File: src/rtl/blr_pkg.sv
// shared types and constants of the line rasterizer
package blr_pkg;

  localparam int COORD_W    = 6;
  localparam int COLOR_W    = 8;
  localparam int IMAGE_SIZE = 64;
  localparam int ERR_W      = COORD_W + 4;

  // largest legal coordinate; anything above it saturates
  localparam logic [COORD_W-1:0] MAX_COORD =
    (IMAGE_SIZE - 1 > (1 << COORD_W) - 1) ? COORD_W'((1 << COORD_W) - 1)
                                          : COORD_W'(IMAGE_SIZE - 1);

  // condition on the error term that takes the diagonal step
  typedef enum logic [2:0] {
    TIE_NEVER = 3'd0,
    TIE_LT    = 3'd1,
    TIE_GT    = 3'd2,
    TIE_GE    = 3'd3,
    TIE_LE    = 3'd4
  } blr_tie_t;

  // per-line stepping setup
  typedef struct packed {
    logic                     x_major;
    logic                     x_dec;
    logic                     y_dec;
    blr_tie_t                 tie;
    logic signed [ERR_W-1:0]  err_init;
    logic signed [ERR_W-1:0]  inc;
    logic signed [ERR_W-1:0]  corr;
    logic [COORD_W-1:0]       steps;
  } blr_line_t;

endpackage

File: src/rtl/blr_octant.sv
// octant decode: directions, major axis, error terms and tie rule of one line
module blr_octant
  import blr_pkg::*;
(
  input  logic [COORD_W-1:0] x0,
  input  logic [COORD_W-1:0] y0,
  input  logic [COORD_W-1:0] x1,
  input  logic [COORD_W-1:0] y1,
  output blr_line_t          line
);

  logic signed [COORD_W:0]   dx;
  logic signed [COORD_W:0]   dy;
  logic [COORD_W:0]          adx_w;
  logic [COORD_W:0]          ady_w;
  logic [COORD_W-1:0]        adx;
  logic [COORD_W-1:0]        ady;
  logic signed [ERR_W-1:0]   dx_e;
  logic signed [ERR_W-1:0]   dy_e;
  logic signed [ERR_W-1:0]   minor2;
  logic                      dx_zero;
  logic                      dy_zero;
  logic                      x_major;
  logic                      same_sign;

  // signed deltas and magnitudes
  assign dx      = $signed({1'b0, x1}) - $signed({1'b0, x0});
  assign dy      = $signed({1'b0, y1}) - $signed({1'b0, y0});
  assign adx_w   = dx[COORD_W] ? (COORD_W+1)'(0) - dx : dx;
  assign ady_w   = dy[COORD_W] ? (COORD_W+1)'(0) - dy : dy;
  assign adx     = adx_w[COORD_W-1:0];
  assign ady     = ady_w[COORD_W-1:0];
  assign dx_e    = {{(ERR_W-COORD_W-1){dx[COORD_W]}}, dx};
  assign dy_e    = {{(ERR_W-COORD_W-1){dy[COORD_W]}}, dy};
  assign dx_zero = (dx == '0);
  assign dy_zero = (dy == '0);

  // major axis: the longer delta, x on a tie of nonzero deltas
  assign x_major   = (!dx_zero && !dy_zero) ? (adx >= ady) : !dx_zero;
  assign same_sign = (dx[COORD_W] == dy[COORD_W]);
  assign minor2    = x_major ? (dy_e + dy_e) : (dx_e + dx_e);

  always_comb begin
    line.x_major  = x_major;
    line.x_dec    = dx[COORD_W];
    line.y_dec    = dy[COORD_W];
    line.err_init = x_major ? dx_e : dy_e;
    line.corr     = x_major ? (dx_e + dx_e) : (dy_e + dy_e);
    line.inc      = same_sign ? (ERR_W'(0) - minor2) : minor2;
    line.steps    = x_major ? adx : ady;
    // tie rule per octant
    if (dx_zero || dy_zero) begin
      line.tie = TIE_NEVER;
    end else begin
      case ({dx[COORD_W], dy[COORD_W]})
        2'b00:   line.tie = TIE_LT;
        2'b01:   line.tie = x_major ? TIE_LT : TIE_GT;
        2'b10:   line.tie = x_major ? TIE_GE : TIE_LE;
        2'b11:   line.tie = TIE_GE;
        default: line.tie = TIE_NEVER;
      endcase
    end
  end

endmodule

File: src/rtl/blr_err_step.sv
// error unit: one bresenham step of the doubled error term
module blr_err_step
  import blr_pkg::*;
(
  input  logic signed [ERR_W-1:0] err_in,
  input  logic signed [ERR_W-1:0] inc,
  input  logic signed [ERR_W-1:0] corr,
  input  blr_tie_t                tie,
  output logic signed [ERR_W-1:0] err_out,
  output logic                    diag
);

  logic signed [ERR_W-1:0] err_inc;
  logic                    neg;
  logic                    zero;

  // advance along the major axis
  assign err_inc = err_in + inc;
  assign neg     = err_inc[ERR_W-1];
  assign zero    = (err_inc == '0);

  // octant tie rule
  always_comb begin
    case (tie)
      TIE_LT:    diag = neg;
      TIE_GT:    diag = !neg && !zero;
      TIE_GE:    diag = !neg;
      TIE_LE:    diag = neg || zero;
      TIE_NEVER: diag = 1'b0;
      default:   diag = 1'b0;
    endcase
  end

  // correction on a diagonal step
  assign err_out = diag ? (err_inc + corr) : err_inc;

endmodule

File: src/rtl/bresenham_line_rasterizer_top.sv
// line rasterizer top: request capture, step sequencer and pixel output
//
//   channel  direction  handshake          payload
//   in       input      in_valid/in_stall  x/y start and end, rgb color
//   out      output     out_valid/out_stall pixel x/y, rgb, last flag
//
// a line is accepted in idle, set up in setup, then stepped at one pixel per cycle
// while out is not stalled: max(|dx|,|dy|) + 1 pixels per request;
// the shared error unit sets the pace.
// in_stall is high from acceptance until the end point has been taken.
// a stall on out holds the current pixel and freezes the stepping.
// rst_n is synchronous, active low, and returns the block to idle.
module bresenham_line_rasterizer_top
  import blr_pkg::*;
(
  input  logic               clk,
  input  logic               rst_n,
  input  logic               in_valid,
  output logic               in_stall,
  input  logic [COORD_W-1:0] in_x_start,
  input  logic [COORD_W-1:0] in_y_start,
  input  logic [COORD_W-1:0] in_x_end,
  input  logic [COORD_W-1:0] in_y_end,
  input  logic [COLOR_W-1:0] in_color_red,
  input  logic [COLOR_W-1:0] in_color_green,
  input  logic [COLOR_W-1:0] in_color_blue,
  output logic               out_valid,
  input  logic               out_stall,
  output logic [COORD_W-1:0] out_pixel_x,
  output logic [COORD_W-1:0] out_pixel_y,
  output logic [COLOR_W-1:0] out_pixel_red,
  output logic [COLOR_W-1:0] out_pixel_green,
  output logic [COLOR_W-1:0] out_pixel_blue,
  output logic               out_last_pixel
);

  typedef enum logic [3:0] {
    ST_IDLE  = 4'b0001,
    ST_SETUP = 4'b0010,
    ST_RUN   = 4'b0100,
    ST_LAST  = 4'b1000
  } blr_state_t;

  blr_state_t              state_r, state_nxt;
  logic [COORD_W-1:0]      x_r, x_nxt;
  logic [COORD_W-1:0]      y_r, y_nxt;
  logic [COORD_W-1:0]      x_end_r, y_end_r;
  logic [COLOR_W-1:0]      red_r, green_r, blue_r;
  blr_line_t               line_r, line_nxt;
  logic signed [ERR_W-1:0] err_r, err_nxt;
  logic [COORD_W-1:0]      cnt_r, cnt_nxt;
  blr_line_t               line_dec;
  logic signed [ERR_W-1:0] err_step;
  logic                    diag;
  logic                    in_acc;
  logic                    out_acc;

  function automatic logic [COORD_W-1:0] clamp_coord(input logic [COORD_W-1:0] v);
    clamp_coord = (v > MAX_COORD) ? MAX_COORD : v;
  endfunction

  // line setup from the captured end points
  blr_octant u_octant (
    .x0   (x_r),
    .y0   (y_r),
    .x1   (x_end_r),
    .y1   (y_end_r),
    .line (line_dec)
  );

  // shared error update
  blr_err_step u_err (
    .err_in  (err_r),
    .inc     (line_r.inc),
    .corr    (line_r.corr),
    .tie     (line_r.tie),
    .err_out (err_step),
    .diag    (diag)
  );

  assign in_stall  = (state_r != ST_IDLE);
  assign out_valid = (state_r == ST_RUN) || (state_r == ST_LAST);
  assign in_acc    = in_valid && !in_stall;
  assign out_acc   = out_valid && !out_stall;

  // sequencer
  always_comb begin
    state_nxt = state_r;
    x_nxt     = x_r;
    y_nxt     = y_r;
    line_nxt  = line_r;
    err_nxt   = err_r;
    cnt_nxt   = cnt_r;
    case (state_r)
      ST_IDLE: begin
        if (in_acc) begin
          x_nxt     = clamp_coord(in_x_start);
          y_nxt     = clamp_coord(in_y_start);
          state_nxt = ST_SETUP;
        end
      end
      ST_SETUP: begin
        line_nxt  = line_dec;
        err_nxt   = line_dec.err_init;
        cnt_nxt   = line_dec.steps;
        state_nxt = (line_dec.steps == '0) ? ST_LAST : ST_RUN;
      end
      ST_RUN: begin
        if (out_acc) begin
          if (cnt_r == COORD_W'(1)) begin
            // end point is always written as given
            x_nxt     = x_end_r;
            y_nxt     = y_end_r;
            state_nxt = ST_LAST;
          end else begin
            err_nxt = err_step;
            cnt_nxt = cnt_r - COORD_W'(1);
            if (line_r.x_major) begin
              x_nxt = line_r.x_dec ? x_r - COORD_W'(1) : x_r + COORD_W'(1);
              if (diag) begin
                y_nxt = line_r.y_dec ? y_r - COORD_W'(1) : y_r + COORD_W'(1);
              end
            end else begin
              y_nxt = line_r.y_dec ? y_r - COORD_W'(1) : y_r + COORD_W'(1);
              if (diag) begin
                x_nxt = line_r.x_dec ? x_r - COORD_W'(1) : x_r + COORD_W'(1);
              end
            end
          end
        end
      end
      ST_LAST: begin
        if (out_acc) begin
          state_nxt = ST_IDLE;
        end
      end
      default: state_nxt = ST_IDLE;
    endcase
  end

  // control state
  always_ff @(posedge clk) begin
    if (!rst_n) begin
      state_r <= ST_IDLE;
    end else begin
      state_r <= state_nxt;
    end
  end

  // datapath registers
  always_ff @(posedge clk) begin
    x_r    <= x_nxt;
    y_r    <= y_nxt;
    line_r <= line_nxt;
    err_r  <= err_nxt;
    cnt_r  <= cnt_nxt;
    if (in_acc) begin
      x_end_r <= clamp_coord(in_x_end);
      y_end_r <= clamp_coord(in_y_end);
      red_r   <= in_color_red;
      green_r <= in_color_green;
      blue_r  <= in_color_blue;
    end
  end

  // pixel output
  assign out_pixel_x     = x_r;
  assign out_pixel_y     = y_r;
  assign out_pixel_red   = red_r;
  assign out_pixel_green = green_r;
  assign out_pixel_blue  = blue_r;
  assign out_last_pixel  = (state_r == ST_LAST);

endmodule

File: config.mk
export PLATFORM = sky130hd
export DESIGN_NAME = bresenham_line_rasterizer_top
export DESIGN_NICKNAME = d
export VERILOG_FILES = /design/src/rtl/blr_pkg.sv /design/src/rtl/blr_octant.sv /design/src/rtl/blr_err_step.sv /design/src/rtl/bresenham_line_rasterizer_top.sv
export SDC_FILE = /design/constraint.sdc
export NUM_CORES = 1
export LEC_CHECK = 0
export ABC_AREA = 1
export BUFFER_PORTS_ARGS = -buffer_cell sky130_fd_sc_hd__buf_2
export CORE_MARGIN = 5
export CORE_UTILIZATION = 35
export DETAILED_ROUTE_END_ITERATION = 10
export GPL_TIMING_DRIVEN = 0
export PLACE_DENSITY = 0.54
export SYNTH_ARGS = -nofsm -noshare
export SYNTH_HDL_FRONTEND = slang
export SYNTH_SLANG_ARGS = --single-unit
export TNS_END_PERCENT = 5
File: constraint.sdc
create_clock -name clk -period 7.3 [get_ports clk]
set_input_delay 2.19 -clock clk [delete_from_list [all_inputs] [get_ports clk]]
set_output_delay 2.19 -clock clk [all_outputs]
set_load 0.05 [all_outputs]
======== After elaboration in Yosys (flattened, before gate mapping) ========
Index checks and enable logic that the tools add are counted.
storage, ports and cells
  bits in registers ....................... 94
cells by class
  $add $sub $neg .......................... 14
  order comparisons ....................... 5
  equality and inequality tests ........... 21
  multiplexer cells ....................... 41
  reductions and logical operators ........ 24
operator list
  cell                                                                      count
  6-bit two-way mux                                                         19
  10-bit two-way mux                                                        7
  6-bit one-hot mux with 2 select lines                                     3
  6-bit greater-than comparator (second input constant)                     4
  10-bit adder                                                              2
  4-bit two-way mux                                                         5
  10-bit one-hot mux with 2 select lines                                    1
  6-bit by 1-bit subtractor with 6-bit output (second input constant)       3
  7-bit by 7-bit adder with 8-bit output                                    2
  4-bit one-hot mux with 4 select lines                                     1
  7-bit zero test                                                           2
  6-bit by 6-bit subtractor with 7-bit output                               2
  6-bit by 1-bit adder with 6-bit output (second input constant)            2
  3-bit one-hot mux with 4 select lines                                     1
  4-bit AND reduction                                                       3
  1-bit by 6-bit subtractor with 6-bit output (first input constant)        2
  10-bit zero test                                                          1
  1-bit by 10-bit subtractor with 10-bit output (first input constant)      1
  4-bit by 2-bit inequality test with 1-bit output (second input constant)  2
  3-bit by 2-bit equality test with 1-bit output (second input constant)    2
  6-bit by 1-bit equality test with 1-bit output (second input constant)    1
  6-bit greater-or-equal comparator                                         1
  1-bit zero test                                                           6
  6-bit zero test                                                           1
  21 further kinds                                                          31

======== Longest topological paths before layout ========
  depth after elaboration ................. 10
  depth in mapped cells ................... 31
  mapped depth without buffers ............ 30

======== By module ========
Synthesis repeated with hierarchy kept, for this count alone.
unflattened totals
  cells, all modules ...................... 839
  area total of the unflattened synthesis .. 6896.6 um^2
modules (own cells, without submodules)
  module                         instances  cells each  area an instance (um^2)  sequential area each (um^2)
  bresenham_line_rasterizer_top  1          332         3996.3                   2782.7
  blr_octant                     1          300         1715.4                   0.0
  blr_err_step                   1          207         1184.9                   0.0

======== Least setup slack after synthesis ========
No wires, ideal clock.
  kind .................................... register to register
  from .................................... register state_r[2]
  to ...................................... register cnt_r[0] (enable)
  library setup time ...................... 392 ps
  arrival time ............................ 3884 ps
  data required time ...................... 6908 ps
  setup slack ............................. 3024 ps
  stages on the path, launching flop included .. 4
  clock period less this slack ............ 4276 ps
  path through ............................ dfxtp_1 > nor4_1 > nor2_1 > a21oi_1
on the way
  cells in the longest elaborated chain, start to end .. 5
RTL lines
  what                                                                                   RTL line                                                                  RTL
  from (decl)                                                                            bresenham_line_rasterizer_top.sv:44                                       blr_state_t state_r, state_nxt;
  from (signal assigned)                                                                 bresenham_line_rasterizer_top.sv:146                                      state_r <= state_nxt;
  4-bit by 3-bit equality test with 1-bit output or 4-bit equality test (tied branches)  bresenham_line_rasterizer_top.sv:82, bresenham_line_rasterizer_top.sv:94
  1-bit logical OR                                                                       bresenham_line_rasterizer_top.sv:82                                       assign out_valid = (state_r == ST_RUN) || (state_r == ST_LAST);
  1-bit logical AND                                                                      bresenham_line_rasterizer_top.sv:84                                       assign out_acc = out_valid && !out_stall;
  2-bit inequality test (no line)                                                        n/a
  3-bit AND reduction (no line) (*)                                                      n/a
  to (signal assigned)                                                                   bresenham_line_rasterizer_top.sv:156                                      cnt_r <= cnt_nxt;
  to (decl)                                                                              bresenham_line_rasterizer_top.sv:51                                       logic [COORD_W-1:0] cnt_r, cnt_nxt;
Every way passes the cells marked *; elsewhere a longest branch is shown, timed or not.
A chain may end at the register's enable or synchronous reset.

======== Final worst setup path ========
  from .................................... register state_r[2]
  to ...................................... output port out_valid
on the way
  cells in the longest elaborated chain, start to end .. 2
RTL lines
  what                                                                                   RTL line                             RTL
  4-bit by 3-bit equality test with 1-bit output or 4-bit equality test (tied branches)  bresenham_line_rasterizer_top.sv:82
  1-bit logical OR (*)                                                                   bresenham_line_rasterizer_top.sv:82
  to (decl)                                                                              bresenham_line_rasterizer_top.sv:27  output logic out_valid,
Marked as above.

==> metrics.md <==
| Metric | Value |
|---|---|
| Pin count of the biggest net entering global routing | 25 |
| Portion of the post-synthesis area used by sequential elements | between 40% and 50% |
| Initial Utilization | between 30% and 40% |
| Number of different library cells in the post-synthesis netlist | 40 |
| Number of inserted diodes | 0 |
| Primary FF master, synth | sky130_fd_sc_hd__edfxtp_1 |
| Unrepaired setup endpoints after global routing | false |
| Clock tree from TritonCTS | built |
| Number of buffers inserted during clock tree synthesis | 9 |
| Syn Nets | 880 |
| Max transition margin | between 30% and 40% |
| Post-cts resize count | 0 |
| DRC violations left | 0 |
| Top post-synthesis cells by area | sky130_fd_sc_hd__edfxtp_1, sky130_fd_sc_hd__nand2_1, sky130_fd_sc_hd__ha_1 |
| Number of global-route vias before repair | 5230 |
| Crit path from | state_r[2] |
| Share of power burned in combinational logic | between 50% and 60% |
| Cell type with the highest aggregate area in the netlist | sky130_fd_sc_hd__edfxtp_1 |
| Mean instance size in the synthesized netlist | 8.28 sq um |
| Run status | finished, final reports clean |
| Yosys warnings | 0 |
| Peak fanout along the critical path | 10 |
| Source of the worst register-to-register timing path | x_end_r[0] |
| Hold buffer count at cts | 0 |
| Max cap viols | 0 |
| Min-delay worst type | reg -> reg |
| Worst Path Required | about 5.1 ns |
| Internal power | 0.00160 W |
| IR drop worst, VDD | about 180 uV |
| Floorplan Core Area | around 18000 sq um |
| Time the final worst path needs with I/O delays and setup | slightly below 5 ns |
| Critical R2R Capture | line_r[21] |
| Number of clock sinks seen by CTS | 90 |
| Row Count | 49 |
| Proportion of layout cells with a drive suffix above 1 | ~16% |
| Die width | approximately 150 microns |
| Pins Over Slew Limit | 0 |
| Net switching power | 0.00143 W |
| Portion of total power attributed to the clock network | ~16% |
| Placed Cells incl. Taps | about 1100 |
| Seq cells post-synth | 90 |
| EDFF count, synth | 86 |
| Grt ovf | 0 |
| Ys async rst share | 0% |
| Initial antenna violation count | 0 |
| Antenna Nets Post-Route | 0 |
| WL per Instance | ~14 microns |
| Clock network latency to the later pin of the worst-skew pair | 0.36 ns |
| Layout-stage area growth over the synthesis result | 16.5% |
| Leading cell type by number of instances after synthesis | sky130_fd_sc_hd__nand2_1 |
| Skew final | roughly 0.024 ns |
| Register-to-register setup slack | 2.86 ns |
| Fin util | between 40% and 50% |
| Y dimension of the die | about 150 microns |
| Library cell used as clock root buffer | sky130_fd_sc_hd__clkbuf_16 |
| Filler instances | between 1500 and 2000 |
| Leakage power figure | ~3.6 nW |
| Clock-pin slew of the registers on the worst-case setup and hold paths | 0.07 ns |
| Total number of vias | about 5200 |
| Max Freq | ~200 MHz |
| Count of non-filler cells in the finished layout | 1098 |
| Die Outline Area | 21000 sq um |
| Total power | 0.00303 W |
| I/O Buffers | 78 |
| Maximum count of clock buffers along a single path | 2 |
| Number of nets in the layout | just under 1000 |
| Global-route total usage across every layer | between 10% and 20% |
| Commonest cells post-synth | sky130_fd_sc_hd__nand2_1, sky130_fd_sc_hd__inv_1, sky130_fd_sc_hd__edfxtp_1, sky130_fd_sc_hd__nand3_1 |
| Startpoint type of the worst setup path | register |
| Cell Pwr Density | 408 nW/um^2 |
| Vias per cell | about 4.7 |
| HPWL Detailed | approximately 13 mm |
| CP Capture Type | output port |
| R2R cell count | 27 |
| Part of the total power dissipated in sequential elements | 25.3% |
| First-pass GRT wire length | around 26 mm |
| Area share of the largest cell type after synthesis | about two fifths |
| Final Setup Violations | 0 |
| Number of buffers added for setup after CTS | 0 |
| H-tree levels | 3 |
| Synth Instances | ~770 |
| Switching Fraction | a little under half |
| Number of top-level pins | a little over 90 |
| Cell area after synthesis | roughly 6400 sq um |
| Worst-Margin Slew | roughly 0.9 ns |
| Data arrival time of the critical path | 2.78 ns |
| Endpoint of the most critical setup path | out_valid |
| Period utilization | between 60% and 70% |
| Critical path class | reg -> out |
| Global placement routability congestion | ~0.88 |
| Final-layout setup total negative slack | 0 ns |
| Final Routed Wirelength | between 15 and 20 mm |
| DR pass1 iterations | 5 |
| Final hold violation count | 0 |
| Detailed router's first-iteration violation count | between 300 and 400 |
## how the worst min path moves through the flow
stage / from / end / slack, ns / cells past startpoint
2_1_floorplan: x_end_r[4] / out_pixel_x[4] / 0.55 / 2
3_3_place_gp: x_end_r[4] / out_pixel_x[4] / 0.59 / 2
3_5_place_dp: y_end_r[4] / out_pixel_y[4] / 0.59 / 2
4_1_cts: y_end_r[4] / out_pixel_y[4] / 0.61 / 2
5_1_grt: y_end_r[4] / out_pixel_y[4] / 0.64 / 2
6_report: y_end_r[4] / out_pixel_y[4] / 0.61 / 2
## cells by family after synthesis
kind of cell / after synthesis / share of synthesized area [%]
AND/OR/NAND/NOR: 358 / 25.2
XOR/XNOR: 32 / 4.61
flip-flops: 90 / 41.7
adder cells (fa/ha/maj): 57 / 11.9
buffers and inverters: 143 / 8.98
AO/OA/AOI/OAI: 91 / 7.63
## worst max-delay path: stages, from the launching register on
cell and delay [ns]:
sky130_fd_sc_hd__dfxtp_1 0.39, sky130_fd_sc_hd__inv_1 0.08, sky130_fd_sc_hd__nor4_1 0.54, sky130_fd_sc_hd__clkinv_1 0.55
sky130_fd_sc_hd__clkbuf_1 0.46, sky130_fd_sc_hd__nand2_1 0.14, sky130_fd_sc_hd__buf_2 0.27
## metrics by stage
stage	setup WS (ns)	instance area [sq um]	hold slack (ns)
after detailed placement	2.68	7130	0.594
final	2.33	7440	0.614
after global placement	0.836	7060	0.593
after floorplan	3.02	6380	0.550
after CTS	2.27	7440	0.611
after global routing	2.06	7440	0.638
## registers in the layout, summed over array words and instances (netlist names)
register / flops
line_r: 22
err_r: 10
out_pixel_blue: 8
out_pixel_green: 8
out_pixel_red: 8
cnt_r: 6
out_pixel_x: 6
out_pixel_y: 6
x_end_r: 6
y_end_r: 6
state_r: 4
## area by class of cell
type                       instances  area [sq um]  share of cell area [%]
inverter                         116           435                    5.85
clock inverter                     7          81.3                    1.09
buffer                            27           138                    1.85
tap                              229           287                    3.85
multi-input combinational        538          3160                    42.5
sequential                        90          2660                    35.8
timing repair buffer              82           444                    5.97
clock buffer                       9           225                    3.03
## power by group through the flow
stage,sequential [W],clock (W),combinational [W]
floorplan,0.000851,0,0.00130
CTS,0.000767,0.000491,0.00180
global placement,0.000780,0,0.00176
global route,0.000773,0.000513,0.00203
finish,0.000766,0.000481,0.00179
detailed placement,0.000778,0,0.00179
## layer usage
metal  up-vias  global-route usage, %  wire, microns
li1       2730                      -              -
met1      2289                   19.9           7330
met2       121                   24.3           7130
met3        14                   3.62            858
met4         0                   3.81            206
met5         -                      0              0
## cell usage in the layout (no fill, tap or decap), types with 3 or more instances in the layout
cell	n
sky130_fd_sc_hd__a21oi_1	38
sky130_fd_sc_hd__buf_2	80
sky130_fd_sc_hd__buf_4	4
sky130_fd_sc_hd__buf_6	3
sky130_fd_sc_hd__clkbuf_1	20
sky130_fd_sc_hd__clkbuf_16	9
sky130_fd_sc_hd__dfxtp_1	4
sky130_fd_sc_hd__edfxtp_1	86
sky130_fd_sc_hd__fa_1	6
sky130_fd_sc_hd__ha_1	51
sky130_fd_sc_hd__inv_1	109
sky130_fd_sc_hd__inv_2	6
sky130_fd_sc_hd__nand2_1	193
sky130_fd_sc_hd__nand2_2	11
sky130_fd_sc_hd__nand3_1	55
sky130_fd_sc_hd__nand3_2	4
sky130_fd_sc_hd__nand3b_1	4
sky130_fd_sc_hd__nand4_1	16
sky130_fd_sc_hd__nor2_1	50
sky130_fd_sc_hd__nor2_2	3
sky130_fd_sc_hd__nor3_1	8
sky130_fd_sc_hd__nor4_1	3
sky130_fd_sc_hd__o211ai_1	3
sky130_fd_sc_hd__o21ai_0	31
sky130_fd_sc_hd__o21ai_1	9
sky130_fd_sc_hd__or2_2	3
sky130_fd_sc_hd__xnor2_1	10
sky130_fd_sc_hd__xor2_1	21
Power figures use the tool's default switching activity.
